==> src/rtl/apcs_pkg.sv <==
// apcs_pkg: shared constants, register codes and control structs for the
// absolute pointer calibrate/smooth block. No dependencies.
package apcs_pkg;

  // sample and position widths
  localparam int SAMPLE_BITS = 12;
  localparam int POS_W       = 15;
  localparam int SMOOTH_W    = 7;
  // dividend width covers (v - low) * 32767
  localparam int NUM_W       = SAMPLE_BITS + POS_W;
  // blend sum width: prev*f + fresh*(100-f) <= 32767*100
  localparam int ACC_W       = 22;
  localparam int DEAD_W      = 9;

  localparam logic [POS_W-1:0]       CENTER_POS = 15'd16384;
  localparam logic [SAMPLE_BITS-1:0] MIN_SPAN   = 12'd10;
  localparam logic [SMOOTH_W-1:0]    MAX_SMOOTH = 7'd95;
  localparam logic [DEAD_W-1:0]      DEAD_BASE  = 9'd20;
  localparam logic [SMOOTH_W-1:0]    PERCENT    = 7'd100;

  // reset values of the calibration registers
  localparam logic [SAMPLE_BITS-1:0] RST_LOW_CAL  = 12'd200;
  localparam logic [SAMPLE_BITS-1:0] RST_HIGH_CAL = 12'd3900;
  localparam logic [SMOOTH_W-1:0]    RST_SMOOTH   = 7'd60;

  // configuration register indexes
  localparam int CFG_IDX_W = 3;
  typedef enum logic [CFG_IDX_W-1:0] {
    REG_X_LOW  = 3'd0,
    REG_X_HIGH = 3'd1,
    REG_Y_LOW  = 3'd2,
    REG_Y_HIGH = 3'd3,
    REG_SMOOTH = 3'd4
  } cfg_reg_e;

  // button bit positions in the report
  localparam int BTN_PRIMARY   = 0;
  localparam int BTN_SECONDARY = 1;

  // request to the serial divider
  typedef struct packed {
    logic                   start;
    logic [NUM_W-1:0]       dividend;
    logic [SAMPLE_BITS-1:0] divisor;
  } div_req_t;

  // divider answer
  typedef struct packed {
    logic             done;
    logic [POS_W-1:0] quot;
  } div_rsp_t;

  // command to one axis lane
  typedef struct packed {
    logic                   start;
    logic [SAMPLE_BITS-1:0] sample;
    logic [SAMPLE_BITS-1:0] lo;
    logic [SAMPLE_BITS-1:0] hi;
    logic [SMOOTH_W-1:0]    smooth;
  } axis_cmd_t;

  // answer of one axis lane
  typedef struct packed {
    logic             done;
    logic [POS_W-1:0] pos;
  } axis_rsp_t;

endpackage

==> src/rtl/apcs_if.sv <==
// apcs_if: valid/ready channel interfaces for sample input, report output
// and register writes. Depends on apcs_pkg.
interface apcs_in_if;
  logic                            valid;
  logic                            ready;
  logic [apcs_pkg::SAMPLE_BITS-1:0] raw_x;
  logic [apcs_pkg::SAMPLE_BITS-1:0] raw_y;
  logic                            enable_in;
  logic                            trigger_in;
  logic                            secondary_in;

  modport source (output valid, raw_x, raw_y, enable_in, trigger_in, secondary_in,
                  input ready);
  modport sink   (input valid, raw_x, raw_y, enable_in, trigger_in, secondary_in,
                  output ready);
endinterface

interface apcs_out_if;
  logic                      valid;
  logic                      ready;
  logic [apcs_pkg::POS_W-1:0] pos_x;
  logic [apcs_pkg::POS_W-1:0] pos_y;
  logic [1:0]                button_bits;

  modport source (output valid, pos_x, pos_y, button_bits, input ready);
  modport sink   (input valid, pos_x, pos_y, button_bits, output ready);
endinterface

interface apcs_cfg_if;
  logic                            valid;
  logic                            ready;
  logic [apcs_pkg::CFG_IDX_W-1:0]   index;
  logic [apcs_pkg::SAMPLE_BITS-1:0] data;

  modport source (output valid, index, data, input ready);
  modport sink   (input valid, index, data, output ready);
endinterface

==> src/rtl/absolute_pointer_calibrate_smooth.sv <==
// Calibrated absolute pointer: takes one X/Y sample word with button levels
// and returns one report word with filtered 15-bit positions and buttons.
// The two axes run side by side in their own lanes and the slower lane sets
// the time. When an axis has to blend, its word passes in order through the
// start of the scaling divider, the quotient bits, the take of the quotient,
// the deadband test, 7 bit-serial multiply steps, the same divider sequence
// for the divide by 100, and the hand-off into the output register; the
// input opens in the same cycle as the report turns valid. An axis inside
// its deadband skips the multiply and the divide by 100, and a degenerate
// calibration skips the scaling division.
// One item is processed at a time; the next word is taken while a finished
// report waits in the output register, and a stalled output holds back only
// the following report. Register writes are taken at any time but must
// only be issued while the block is idle.
// Depends on apcs_pkg, apcs_if and apcs_axis.
module absolute_pointer_calibrate_smooth (
  input  logic       clk,
  input  logic       rst,
  apcs_in_if.sink    sample_ch,
  apcs_out_if.source report_ch,
  apcs_cfg_if.sink   cfg
);

  logic [apcs_pkg::SAMPLE_BITS-1:0] x_low_cal;
  logic [apcs_pkg::SAMPLE_BITS-1:0] x_high_cal;
  logic [apcs_pkg::SAMPLE_BITS-1:0] y_low_cal;
  logic [apcs_pkg::SAMPLE_BITS-1:0] y_high_cal;
  logic [apcs_pkg::SMOOTH_W-1:0]    smoothing;

  logic                             busy;
  logic                             x_seen;
  logic                             y_seen;
  logic [1:0]                       btn;
  logic                             out_valid;
  logic [apcs_pkg::POS_W-1:0]       out_x;
  logic [apcs_pkg::POS_W-1:0]       out_y;
  logic [1:0]                       out_btn;
  logic                             in_acc;
  logic                             load;

  apcs_pkg::axis_cmd_t              x_cmd;
  apcs_pkg::axis_cmd_t              y_cmd;
  apcs_pkg::axis_rsp_t              x_rsp;
  apcs_pkg::axis_rsp_t              y_rsp;

  // register writes
  assign cfg.ready = 1'b1;

  always_ff @(posedge clk) begin
    if (rst) begin
      x_low_cal  <= apcs_pkg::RST_LOW_CAL;
      x_high_cal <= apcs_pkg::RST_HIGH_CAL;
      y_low_cal  <= apcs_pkg::RST_LOW_CAL;
      y_high_cal <= apcs_pkg::RST_HIGH_CAL;
      smoothing  <= apcs_pkg::RST_SMOOTH;
    end else if (cfg.valid) begin
      unique case (apcs_pkg::cfg_reg_e'(cfg.index))
        apcs_pkg::REG_X_LOW:  x_low_cal  <= cfg.data;
        apcs_pkg::REG_X_HIGH: x_high_cal <= cfg.data;
        apcs_pkg::REG_Y_LOW:  y_low_cal  <= cfg.data;
        apcs_pkg::REG_Y_HIGH: y_high_cal <= cfg.data;
        apcs_pkg::REG_SMOOTH: smoothing  <= cfg.data[apcs_pkg::SMOOTH_W-1:0];
        default: ;
      endcase
    end
  end

  // input word starts both lanes
  assign sample_ch.ready = !busy;
  assign in_acc          = sample_ch.valid && !busy;

  always_comb begin
    x_cmd.start  = in_acc;
    x_cmd.sample = sample_ch.raw_x;
    x_cmd.lo     = x_low_cal;
    x_cmd.hi     = x_high_cal;
    x_cmd.smooth = smoothing;
    y_cmd.start  = in_acc;
    y_cmd.sample = sample_ch.raw_y;
    y_cmd.lo     = y_low_cal;
    y_cmd.hi     = y_high_cal;
    y_cmd.smooth = smoothing;
  end

  apcs_axis u_axis_x (
    .clk (clk),
    .rst (rst),
    .cmd (x_cmd),
    .rsp (x_rsp)
  );

  apcs_axis u_axis_y (
    .clk (clk),
    .rst (rst),
    .cmd (y_cmd),
    .rsp (y_rsp)
  );

  // report leaves when both lanes are through and the output register is free
  assign load = busy && x_seen && y_seen && (!out_valid || report_ch.ready);

  always_ff @(posedge clk) begin
    if (rst) begin
      busy      <= 1'b0;
      x_seen    <= 1'b0;
      y_seen    <= 1'b0;
      out_valid <= 1'b0;
    end else begin
      if (in_acc) begin
        busy <= 1'b1;
        btn  <= sample_ch.enable_in ? {sample_ch.secondary_in, sample_ch.trigger_in}
                                    : 2'b00;
      end
      if (x_rsp.done) begin
        x_seen <= 1'b1;
      end
      if (y_rsp.done) begin
        y_seen <= 1'b1;
      end
      if (load) begin
        busy      <= 1'b0;
        x_seen    <= 1'b0;
        y_seen    <= 1'b0;
        out_valid <= 1'b1;
        out_x     <= x_rsp.pos;
        out_y     <= y_rsp.pos;
        out_btn   <= btn;
      end else if (report_ch.ready) begin
        out_valid <= 1'b0;
      end
    end
  end

  assign report_ch.valid       = out_valid;
  assign report_ch.pos_x       = out_x;
  assign report_ch.pos_y       = out_y;
  assign report_ch.button_bits = out_btn;

endmodule

==> src/rtl/apcs_div.sv <==
// apcs_div: restoring divider, one quotient bit per cycle, 15-bit quotient.
// Depends on apcs_pkg. Caller guarantees dividend < divisor * 2^15.
module apcs_div (
  input  logic               clk,
  input  logic               rst,
  input  apcs_pkg::div_req_t req,
  output apcs_pkg::div_rsp_t rsp
);

  typedef enum logic {
    S_IDLE,
    S_RUN
  } state_t;

  state_t                        state;
  logic [apcs_pkg::NUM_W-1:0]    rem;
  logic [apcs_pkg::NUM_W-1:0]    dsh;
  logic [apcs_pkg::POS_W-1:0]    quot;
  logic [3:0]                    cnt;
  logic                          done;
  logic                          fits;

  // trial subtract of the shifted divisor
  assign fits = (rem >= dsh);

  always_ff @(posedge clk) begin
    if (rst) begin
      state <= S_IDLE;
      done  <= 1'b0;
      cnt   <= '0;
    end else begin
      done <= 1'b0;
      unique case (state)
        S_IDLE: begin
          if (req.start) begin
            rem   <= req.dividend;
            dsh   <= {1'b0, req.divisor, {(apcs_pkg::POS_W-1){1'b0}}};
            cnt   <= '0;
            state <= S_RUN;
          end
        end
        S_RUN: begin
          if (fits) begin
            rem <= rem - dsh;
          end
          quot <= {quot[apcs_pkg::POS_W-2:0], fits};
          dsh  <= dsh >> 1;
          cnt  <= cnt + 4'd1;
          if (cnt == 4'(apcs_pkg::POS_W-1)) begin
            done  <= 1'b1;
            state <= S_IDLE;
          end
        end
        default: state <= S_IDLE;
      endcase
    end
  end

  assign rsp.done = done;
  assign rsp.quot = quot;

endmodule

==> src/rtl/apcs_axis.sv <==
// apcs_axis: one axis lane: clamp, scale through the serial divider,
// deadband test, bit-serial blend multiply and divide by 100.
// Depends on apcs_pkg and apcs_div.
module apcs_axis (
  input  logic                clk,
  input  logic                rst,
  input  apcs_pkg::axis_cmd_t cmd,
  output apcs_pkg::axis_rsp_t rsp
);

  typedef enum logic [2:0] {
    S_IDLE,
    S_SCALE,
    S_CHECK,
    S_MUL,
    S_BLEND
  } state_t;

  state_t                             state;
  logic [apcs_pkg::POS_W-1:0]         prev;
  logic [apcs_pkg::POS_W-1:0]         fresh;
  logic [apcs_pkg::ACC_W-1:0]         acc;
  logic [apcs_pkg::ACC_W-1:0]         pa;
  logic [apcs_pkg::ACC_W-1:0]         fa;
  logic [apcs_pkg::SMOOTH_W-1:0]      fm;
  logic [apcs_pkg::SMOOTH_W-1:0]      gm;
  logic [2:0]                         cnt;
  logic                               done;
  apcs_pkg::div_req_t                 div_req;
  apcs_pkg::div_rsp_t                 div_rsp;

  logic [apcs_pkg::SAMPLE_BITS-1:0]   v_c;
  logic [apcs_pkg::SAMPLE_BITS-1:0]   d;
  logic [apcs_pkg::SAMPLE_BITS-1:0]   span;
  logic [apcs_pkg::NUM_W-1:0]         num;
  logic                               degen;
  logic [apcs_pkg::SMOOTH_W-1:0]      f_c;
  logic [apcs_pkg::DEAD_W-1:0]        dead;
  logic [apcs_pkg::POS_W-1:0]         delta;
  logic [apcs_pkg::ACC_W-1:0]         acc_next;

  apcs_div u_div (
    .clk (clk),
    .rst (rst),
    .req (div_req),
    .rsp (div_rsp)
  );

  // clamp to calibration and form (v - low) * 32767
  always_comb begin
    if (cmd.sample < cmd.lo) begin
      v_c = cmd.lo;
    end else if (cmd.sample > cmd.hi) begin
      v_c = cmd.hi;
    end else begin
      v_c = cmd.sample;
    end
    d     = v_c - cmd.lo;
    span  = cmd.hi - cmd.lo;
    num   = {d, {apcs_pkg::POS_W{1'b0}}} - {{apcs_pkg::POS_W{1'b0}}, d};
    degen = ({1'b0, cmd.hi} <= ({1'b0, cmd.lo} + {1'b0, apcs_pkg::MIN_SPAN}));
  end

  // filter strength, deadband width and distance to last position
  always_comb begin
    f_c   = (cmd.smooth > apcs_pkg::MAX_SMOOTH) ? apcs_pkg::MAX_SMOOTH : cmd.smooth;
    dead  = apcs_pkg::DEAD_BASE + {f_c, 2'b00};
    delta = (fresh > prev) ? (fresh - prev) : (prev - fresh);
  end

  // one shift-add step of prev*f + fresh*(100-f)
  assign acc_next = acc + (fm[0] ? pa : '0) + (gm[0] ? fa : '0);

  always_ff @(posedge clk) begin
    if (rst) begin
      state         <= S_IDLE;
      prev          <= apcs_pkg::CENTER_POS;
      done          <= 1'b0;
      div_req.start <= 1'b0;
      cnt           <= '0;
    end else begin
      done          <= 1'b0;
      div_req.start <= 1'b0;
      unique case (state)
        S_IDLE: begin
          if (cmd.start) begin
            if (degen) begin
              fresh <= apcs_pkg::CENTER_POS;
              state <= S_CHECK;
            end else begin
              div_req.start    <= 1'b1;
              div_req.dividend <= num;
              div_req.divisor  <= span;
              state            <= S_SCALE;
            end
          end
        end
        S_SCALE: begin
          if (div_rsp.done) begin
            fresh <= div_rsp.quot;
            state <= S_CHECK;
          end
        end
        S_CHECK: begin
          if (delta < {{(apcs_pkg::POS_W-apcs_pkg::DEAD_W){1'b0}}, dead}) begin
            // inside the deadband: keep the last position
            done  <= 1'b1;
            state <= S_IDLE;
          end else begin
            acc   <= '0;
            pa    <= {{(apcs_pkg::ACC_W-apcs_pkg::POS_W){1'b0}}, prev};
            fa    <= {{(apcs_pkg::ACC_W-apcs_pkg::POS_W){1'b0}}, fresh};
            fm    <= f_c;
            gm    <= apcs_pkg::PERCENT - f_c;
            cnt   <= '0;
            state <= S_MUL;
          end
        end
        S_MUL: begin
          acc <= acc_next;
          pa  <= pa << 1;
          fa  <= fa << 1;
          fm  <= fm >> 1;
          gm  <= gm >> 1;
          cnt <= cnt + 3'd1;
          if (cnt == 3'(apcs_pkg::SMOOTH_W-1)) begin
            div_req.start    <= 1'b1;
            div_req.dividend <= {{(apcs_pkg::NUM_W-apcs_pkg::ACC_W){1'b0}}, acc_next};
            div_req.divisor  <= {{(apcs_pkg::SAMPLE_BITS-apcs_pkg::SMOOTH_W){1'b0}},
                                 apcs_pkg::PERCENT};
            state            <= S_BLEND;
          end
        end
        S_BLEND: begin
          if (div_rsp.done) begin
            prev  <= div_rsp.quot;
            done  <= 1'b1;
            state <= S_IDLE;
          end
        end
        default: state <= S_IDLE;
      endcase
    end
  end

  assign rsp.done = done;
  assign rsp.pos  = prev;

endmodule

==> src/flat_wrapper.sv <==
// flat-port wrapper written by rule: the top's interface ports become plain ports
module absolute_pointer_calibrate_smooth_flat 
  (clk, rst, sample_ch_valid, sample_ch_raw_x, sample_ch_raw_y, sample_ch_enable_in, sample_ch_trigger_in, sample_ch_secondary_in, sample_ch_ready, report_ch_valid, report_ch_pos_x, report_ch_pos_y, report_ch_button_bits, report_ch_ready, cfg_valid, cfg_index, cfg_data, cfg_ready);
  apcs_in_if sample_ch_i ();
  apcs_out_if report_ch_i ();
  apcs_cfg_if cfg_i ();
  input  logic clk;
  input  logic rst;
  input wire logic [$bits(sample_ch_i.valid)-1:0] sample_ch_valid;
  input wire logic [$bits(sample_ch_i.raw_x)-1:0] sample_ch_raw_x;
  input wire logic [$bits(sample_ch_i.raw_y)-1:0] sample_ch_raw_y;
  input wire logic [$bits(sample_ch_i.enable_in)-1:0] sample_ch_enable_in;
  input wire logic [$bits(sample_ch_i.trigger_in)-1:0] sample_ch_trigger_in;
  input wire logic [$bits(sample_ch_i.secondary_in)-1:0] sample_ch_secondary_in;
  output wire logic [$bits(sample_ch_i.ready)-1:0] sample_ch_ready;
  output wire logic [$bits(report_ch_i.valid)-1:0] report_ch_valid;
  output wire logic [$bits(report_ch_i.pos_x)-1:0] report_ch_pos_x;
  output wire logic [$bits(report_ch_i.pos_y)-1:0] report_ch_pos_y;
  output wire logic [$bits(report_ch_i.button_bits)-1:0] report_ch_button_bits;
  input wire logic [$bits(report_ch_i.ready)-1:0] report_ch_ready;
  input wire logic [$bits(cfg_i.valid)-1:0] cfg_valid;
  input wire logic [$bits(cfg_i.index)-1:0] cfg_index;
  input wire logic [$bits(cfg_i.data)-1:0] cfg_data;
  output wire logic [$bits(cfg_i.ready)-1:0] cfg_ready;
  assign sample_ch_i.valid = sample_ch_valid;
  assign sample_ch_i.raw_x = sample_ch_raw_x;
  assign sample_ch_i.raw_y = sample_ch_raw_y;
  assign sample_ch_i.enable_in = sample_ch_enable_in;
  assign sample_ch_i.trigger_in = sample_ch_trigger_in;
  assign sample_ch_i.secondary_in = sample_ch_secondary_in;
  assign sample_ch_ready = sample_ch_i.ready;
  assign report_ch_valid = report_ch_i.valid;
  assign report_ch_pos_x = report_ch_i.pos_x;
  assign report_ch_pos_y = report_ch_i.pos_y;
  assign report_ch_button_bits = report_ch_i.button_bits;
  assign report_ch_i.ready = report_ch_ready;
  assign cfg_i.valid = cfg_valid;
  assign cfg_i.index = cfg_index;
  assign cfg_i.data = cfg_data;
  assign cfg_ready = cfg_i.ready;
  absolute_pointer_calibrate_smooth u_core (.clk(clk), .rst(rst), .sample_ch(sample_ch_i), .report_ch(report_ch_i), .cfg(cfg_i));
endmodule
==> config.mk <==
export PLATFORM = sky130hd
export DESIGN_NAME = absolute_pointer_calibrate_smooth_flat
export DESIGN_NICKNAME = d
export VERILOG_FILES = /design/src/rtl/apcs_pkg.sv /design/src/rtl/apcs_if.sv /design/src/rtl/absolute_pointer_calibrate_smooth.sv /design/src/rtl/apcs_div.sv /design/src/rtl/apcs_axis.sv /design/src/flat_wrapper.sv
export SDC_FILE = /design/constraint.sdc
export NUM_CORES = 2
export LEC_CHECK = 0
export BUFFER_PORTS_ARGS = -buffer_cell sky130_fd_sc_hd__buf_2
export CAP_MARGIN = 40
export CORE_ASPECT_RATIO = 1.4
export CORE_UTILIZATION = 60
export DETAILED_ROUTE_END_ITERATION = 10
export PLACE_DENSITY = 0.77
export SETUP_SLACK_MARGIN = 0.4
export SYNTH_ARGS = -nofsm -noshare
export SYNTH_HDL_FRONTEND = slang
export SYNTH_SLANG_ARGS = --single-unit
==> constraint.sdc <==
create_clock -name clk -period 15.1 [get_ports clk]
set_clock_uncertainty 0.05 [all_clocks]
set_input_delay 0 -clock clk [delete_from_list [all_inputs] [get_ports clk]]
set_output_delay 0 -clock clk [all_outputs]
set_load 0.05 [all_outputs]
======== Word-level counts from Yosys, hierarchy flattened ========
Cells that the tools add are included.
storage, ports and cells
  register bits ........................... 557
  logic and storage cells ................. 265
cells by class
  bitwise logic cells ..................... 3
  equal/unequal tests ..................... 34
  reduce and logical (&&, ||, !) cells .... 45
  mux-type cells .......................... 95
  add/sub/neg operators ................... 24
  order comparisons ....................... 13
operators with widths
  cell                                                             number
  22-bit case mux with 2 select lines                              6
  40-bit two-way mux                                               6
  22-bit two-way mux                                               10
  27-bit case mux with 2 select lines                              4
  27-bit two-way mux                                               6
  40-bit case mux with 2 select lines                              2
  15-bit two-way mux                                               8
  22-bit adder                                                     4
  15-bit case mux with 2 select lines                              2
  15-bit subtractor                                                4
  7-bit case mux with 2 select lines                               4
  27-bit >= comparator                                             2
  27-bit by 12-bit subtractor with 27-bit output                   2
  27-bit subtractor                                                2
  12-bit two-way mux                                               4
  12-bit subtractor                                                4
  7-bit two-way mux                                                5
  15-bit greater-than comparator                                   2
  15-bit by 9-bit less-than comparator with 1-bit output           2
  3-bit two-way mux                                                10
  3-bit case mux with 5 select lines                               2
  2-bit AND reduction                                              15
  12-bit by 4-bit adder with 13-bit output, second input constant  2
  12-bit by 13-bit less-or-equal comparator with 1-bit output      2
  other kinds (29)                                                 104

======== Depth between registers and ports, before layout ========
  depth after elaboration ................. 8
  depth in mapped cells ................... 25
  gate-level depth less buffers ........... 23

======== Hierarchy ========
Synthesis repeated with hierarchy kept, for this count alone.
second synthesis, totals
  cell total of the unflattened synthesis .. 3,614
  area total of the unflattened synthesis .. 35,776.8 sq um
modules (own cells, without submodules)
  module                             area each (sq um)  cells each  times used  seq. area each (sq um)
  apcs_axis at u_core.u_axis_x       11,802.6           1,243       1           4,484.3
  apcs_axis at u_core.u_axis_y       11,661.2           1,226       1           4,484.3
  apcs_div                           4,469.3            441         2           2,162.1
  absolute_pointer_calibrate_smooth  3,374.5            263         1           2,202.1

======== Worst setup path before layout ========
No wires, ideal clock.
  path kind ............................... register to register
  start point ............................. register u_core.u_axis_x.prev[8] in the netlist's numbering
  end point ............................... register u_core.u_axis_x.acc[0] in the netlist's numbering (enable)
  cell stages (with the launch flop) ...... 21
  clock period less this slack ............ 7,671 ps
  arrival ................................. 7,092 ps
  path slack .............................. 7,429 ps
  cells stage by stage .................... dfxtp_1 inv_1 ha_1 nand4_1 nor4_1 nand4_1 or3b_1 clkbuf_1 a21oi_1 clkbuf_1 o21ai_0 a221oi_1 xnor2_1 ha_1 a21oi_1 nor2b_1 a31oi_1 nor4_2 o211ai_1 nand2b_4 nor2b_1
on the way
  longest elaborated chain between the ends .. 5
RTL lines
  element                                                                     line              RTL
  from (decl)                                                                 apcs_axis.sv:20   logic [apcs_pkg::POS_W-1:0] prev;
  from (signal assigned)                                                      apcs_axis.sv:77   prev <= apcs_pkg::CENTER_POS;
  from (signal assigned)                                                      apcs_axis.sv:136  prev <= div_rsp.quot;
  15-bit subtractor / 15-bit greater-than comparator (equally long branches)  apcs_axis.sv:68   delta = (fresh > prev) ? (fresh - prev) : (prev - fresh);
  15-bit two-way mux (*)                                                      apcs_axis.sv:68
  15-bit by 9-bit less-than comparator with 1-bit output (*)                  apcs_axis.sv:105  if (delta < {{(apcs_pkg::POS_W-apcs_pkg::DEAD_W){1'b0}}, dead}) begin
  2-bit != test (no source line) (*)                                          -
  3-bit AND reduction (no source line) (*)                                    -
  to (signal assigned)                                                        apcs_axis.sv:120  acc <= acc_next;
  to (decl)                                                                   apcs_axis.sv:22   logic [apcs_pkg::ACC_W-1:0] acc;
Mark *: on every way between the ends. The rest lies on a longest branch, timed or not.
A chain may end at the register's enable or synchronous reset.

======== Worst setup path after layout ========
  start point ............................. register u_core.y_low_cal[1] in the netlist's numbering
  end point ............................... register u_core.u_axis_y.div_req[28] in the netlist's numbering, data pin
on the way
  longest elaborated chain between the ends .. 7
RTL lines
  element                                             line                                     RTL
  from (decl)                                         absolute_pointer_calibrate_smooth.sv:26  logic [apcs_pkg::SAMPLE_BITS-1:0] y_low_cal;
  from (signal assigned)                              absolute_pointer_calibrate_smooth.sv:53  y_low_cal <= apcs_pkg::RST_LOW_CAL;
  from (signal assigned)                              absolute_pointer_calibrate_smooth.sv:60  apcs_pkg::REG_Y_LOW: y_low_cal <= cfg.data;
  12-bit less-than comparator                         apcs_axis.sv:51                          if (cmd.sample < cmd.lo) begin
  12-bit two-way mux                                  apcs_axis.sv:51
  12-bit subtractor (*)                               apcs_axis.sv:58                          d = v_c - cmd.lo;
  27-bit by 12-bit subtractor with 27-bit output (*)  apcs_axis.sv:60                          num = {d, {apcs_pkg::POS_W{1'b0}}} - {{apcs_pkg::POS_W{1'b0}}, d};
  40-bit two-way mux (*)                              apcs_axis.sv:87                          if (degen) begin
  40-bit two-way mux (*)                              apcs_axis.sv:86                          if (cmd.start) begin
  40-bit case mux with 2 select lines (*)             apcs_axis.sv:84                          unique case (state)
  to (decl)                                           apcs_axis.sv:29                          apcs_pkg::div_req_t div_req;
Mark *: on every way between the ends. The rest lies on a longest branch, timed or not. The select of a mux whose other input is x is not followed.

==> reports/metrics.csv <==
stage;metric;value;unit
drt;viasPerCell;6.00;
sta;slew_viol_final;0;
sta;hold_violations;0;
hold_path;worstHoldPathType;in2reg;
worst_setup_path;r2r.worst_path.cells;23;
hold_path;min-delay-start;sample_ch_enable_in;
sta;slew_headroom;38.9;%
sta;timing.hold.ws;0.180;ns
drt;ant_nets;0;
clock_tree;post-cts-setup-buffers;0;
worst_setup_path;timing.rr.start;u_core.y_low_cal[1]$_SDFFE_PP0P_;
pwr;p_leak;14.9;nW
floorplanning;die-area;57900;um2
sta;clock.fmax;163;MHz
worst_setup_path;start_kind;flip-flop;
drt;routedWlPerCell;20.9;um
yosys;postSynthNetCount;3774;
global_routing;overflow;0;
yosys;ys_warn_count;0;
pwr;p_total;4.07;mW
placement;dp_hpwl;66000;um
yosys;syn_area_per_cell;10.1;um2
placement;io_buffers;80;
flow_run;drv_cap;0;
clock_tree;clock_sinks;555;
yosys;syn-instance-count;3389;
yosys;synthArstFlopShare;0;%
global_routing;grt.total_usage;30.7;%
worst_setup_path;startpoint;u_core.y_low_cal[1]$_SDFFE_PP0P_;
worst_setup_path;cp_slowest_cell;nor4bb_1;
yosys;synth_cell_types;90;
yosys;netlist_area;34100;um2
worst_setup_path;arrival;6.44;ns
sta;finalCritPeriodShare;40.7;%
pwr;p_per_area;108;nW/um2
global_routing;antenna_found_initial;3;
floorplanning;die_h;284;um
drt;post-route-drc-count;0;
sta;final-setup-viol-count;0;
worst_setup_path;worstPathRequired;15.40;ns
sta;fin_crit;6.14;ns
clock_tree;clock_latency;0.64;ns
clock_tree;h-tree-depth;2;
yosys;synth-edff-count;438;
drt;first_iter_violations;1815;
worst_setup_path;endpoint_kind;flip-flop;
floorplanning;pin_count;82;
worst_setup_path;reg2reg_to;u_core.u_axis_y.div_req[28]$_DFFE_PP_;
sta;rsz0062_at_grt;no;
worst_setup_path;crit_chain;inv_1 -> ha_1 -> a21o_1 -> a21oi_1 -> and3b_1 -> a2111oi_0 -> o21ai_1 -> buf_4 -> o211ai_1 -> o21ai_0 -> ha_1 -> fa_1 -> nor2b_1 -> o21ai_1 -> and2b_1 -> xnor2_1 -> or3_1 -> nor3_1 -> nor4bb_1 -> clkdlybuf4s18_2 -> a21oi_1 -> xor2_1 -> o22ai_1;
clock_tree;numCtsBuffers;55;
final_layout;drive_gt1_share;9.06;%
clock_tree;cts_tree;built;
floorplanning;die_w;204;um
yosys;seq_area_frac_synth;45.4;%
sta;finalSetupTns;0;ns
final_layout;fill_cells;4394;
sta;worst_slew_pin_slew;0.916;ns
status;run_status;completed;
floorplanning;row_count;103;
worst_setup_path;critPathMaxStageDelay;0.56;ns
global_routing;grt_max_degree;79;
pwr;ir_worst_vdd;0.104;mV
hold_path;whs_path_depth;3;
drt;drt_pass1_iterations;7;
worst_setup_path;worstSetupPathType;reg2reg;
final_layout;syn_to_final_growth;10.0;%
clock_tree;clk_pin_slew;0.07;ns
drt;drt_wl_total;88900;um
clock_tree;ctsRootBufferMaster;clkbuf_16;
drt;dr_total_vias;25600;
yosys;synth_flop_cell;edfxtp_1;
placement;gp_congestion;0.962;
clock_tree;clock_path_buffers;3;
floorplanning;start_util;60.6;%
global_routing;grt_pass1_wl;139000;um
global_routing;first_global_vias;26000;
hold_path;holdPathEnd;u_core.btn[0]$_SDFFCE_PN0P_;
floorplanning;core_area;56300;um2
yosys;ys_seq_elements;555;
final_layout;nets;3861;
worst_setup_path;worstPathMaxFanout;23;
worst_setup_path;ff2ff_setup_slack;8.96;ns
[sequential cells by signal (all words and copies together) (netlist names), 22 cells and up]
register                   cells
u_core.u_axis_y.fa            22
u_core.u_axis_y.pa            22
u_core.u_axis_x.acc           22
u_core.u_axis_y.acc           22
u_core.u_axis_y.div_req       40
u_core.u_axis_x.u_div.dsh     26
u_core.u_axis_y.u_div.dsh     26
u_core.u_axis_y.u_div.rem     27
u_core.u_axis_x.pa            22
u_core.u_axis_x.fa            22
u_core.u_axis_x.div_req       40
u_core.u_axis_x.u_div.rem     27
[per-stage QoR]
stage	std cells	worst slack (ns)	util [%]	cell area [um2]
2_1_floorplan	3389	7.43	-	34100
3_3_place_gp	4106	8.95	62.6	35300
3_5_place_dp	4121	9.05	63.0	35500
4_1_cts	4256	9.01	66.7	37600
5_1_grt	4256	8.59	66.7	37600
6_report	4258	8.96	66.7	37600
[where the power goes]
group	internal [mW]	leakage [nW]	switching, mW
logic	0.337	8.97	0.547
registers	1.75	5.02	0.0488
clock network	0.762	0.863	0.617
total	2.85	14.9	1.21
[repair_timing]
item	in CTS	in global routing
hold endpoints to repair	90	0
resized for setup	0	0
hold buffers	33	0
[metal layers]
metal,GRT usage (%),routed length (um),vias up
li1,-,-,12300
met1,34.2,33400,12400
met2,56.3,46600,684
met3,3.51,3650,240
met4,16.9,5200,4
met5,0,22,-
[cell families (layout without fill, tap and decap cells)]
group                      after synthesis  after routing  synth area share [%]
muxes                                   95             95                  3.00
xor gates and xnor gates               178            178                  4.57
buffers and inverters                  365            497                  4.04
adders and majority gates              338            338                  13.5
AOI/OAI and AO/OA                      798            798                  14.5
DFF                                    555            555                  45.4
and+or+nand+nor                       1059           1059                  15.0
other                                    1              3                0.0110
[worst max path at each step]
stage                                                 end  slack (ns)  depth (start not counted)
finish              u_core.u_axis_y.div_req[28]$_DFFE_PP_        8.96                         23
global route        u_core.u_axis_y.div_req[28]$_DFFE_PP_        8.59                         23
CTS                 u_core.u_axis_y.div_req[28]$_DFFE_PP_        9.01                         23
detailed placement  u_core.u_axis_y.div_req[28]$_DFFE_PP_        9.05                         23
global placement    u_core.u_axis_y.div_req[19]$_DFFE_PP_        8.95                         22
floorplan            u_core.u_axis_x.acc[0]$_SDFFCE_PN0P_        7.43                         20
[cell usage after synthesis (42+ instances only)]
library cell | n | area, um2
xnor2_1 | 117 | 1020
nor2_1 | 248 | 931
fa_1 | 50 | 1000
ha_1 | 288 | 3600
dfxtp_1 | 117 | 2340
and3_1 | 42 | 263
o21ai_0 | 175 | 876
mux2_2 | 59 | 664
edfxtp_1 | 438 | 13200
nor3_1 | 50 | 250
clkbuf_1 | 109 | 409
xor2_1 | 61 | 534
nand2_1 | 349 | 1310
inv_1 | 239 | 897
a21oi_1 | 259 | 1300
and2_1 | 138 | 863
a21o_1 | 71 | 533
nand3_1 | 43 | 215
[critical path: cells and delay by family, from the launching register on]
family,cells,cell delay [ns]
adders and majority gates,3,0.96
and+or+nand+nor,6,1.89
DFF,1,0.54
xor gates and xnor gates,2,0.33
buffers and inverters,3,0.71
AOI/OAI and AO/OA,9,1.39
[placed cells by master, fill, tap and decap left out, types with 29 or more instances in the layout]
master,instances
inv_1,239
fa_1,50
xor2_1,61
dlygate4sd3_1,33
edfxtp_1,438
a21oi_1,258
nand3_1,43
clkbuf_16,56
mux2_2,59
nor2_1,242
buf_2,80
and2_1,136
buf_4,31
a31oi_1,29
nand2_1,349
nor2b_1,37
nand2b_1,35
nor3_1,49
dfxtp_1,117
o211ai_1,35
o21ai_0,175
xnor2_1,117
and3_1,42
mux2i_1,36
ha_1,288
a21o_1,71
[layout make-up]
cell class / count / area [um2] / area share (%)
clock buffers: 73 / 1520 / 4.03
multi-input cells: 2469 / 17300 / 46.1
flip-flops and latches: 555 / 15500 / 41.2
well taps: 735 / 920 / 2.45
clock inverters: 29 / 263 / 0.699
repair buffers: 155 / 1140 / 3.03
inverters: 240 / 901 / 2.40
diodes: 2 / 5.00 / 0.0133
No activity file was read; power rests on OpenSTA's default activity.
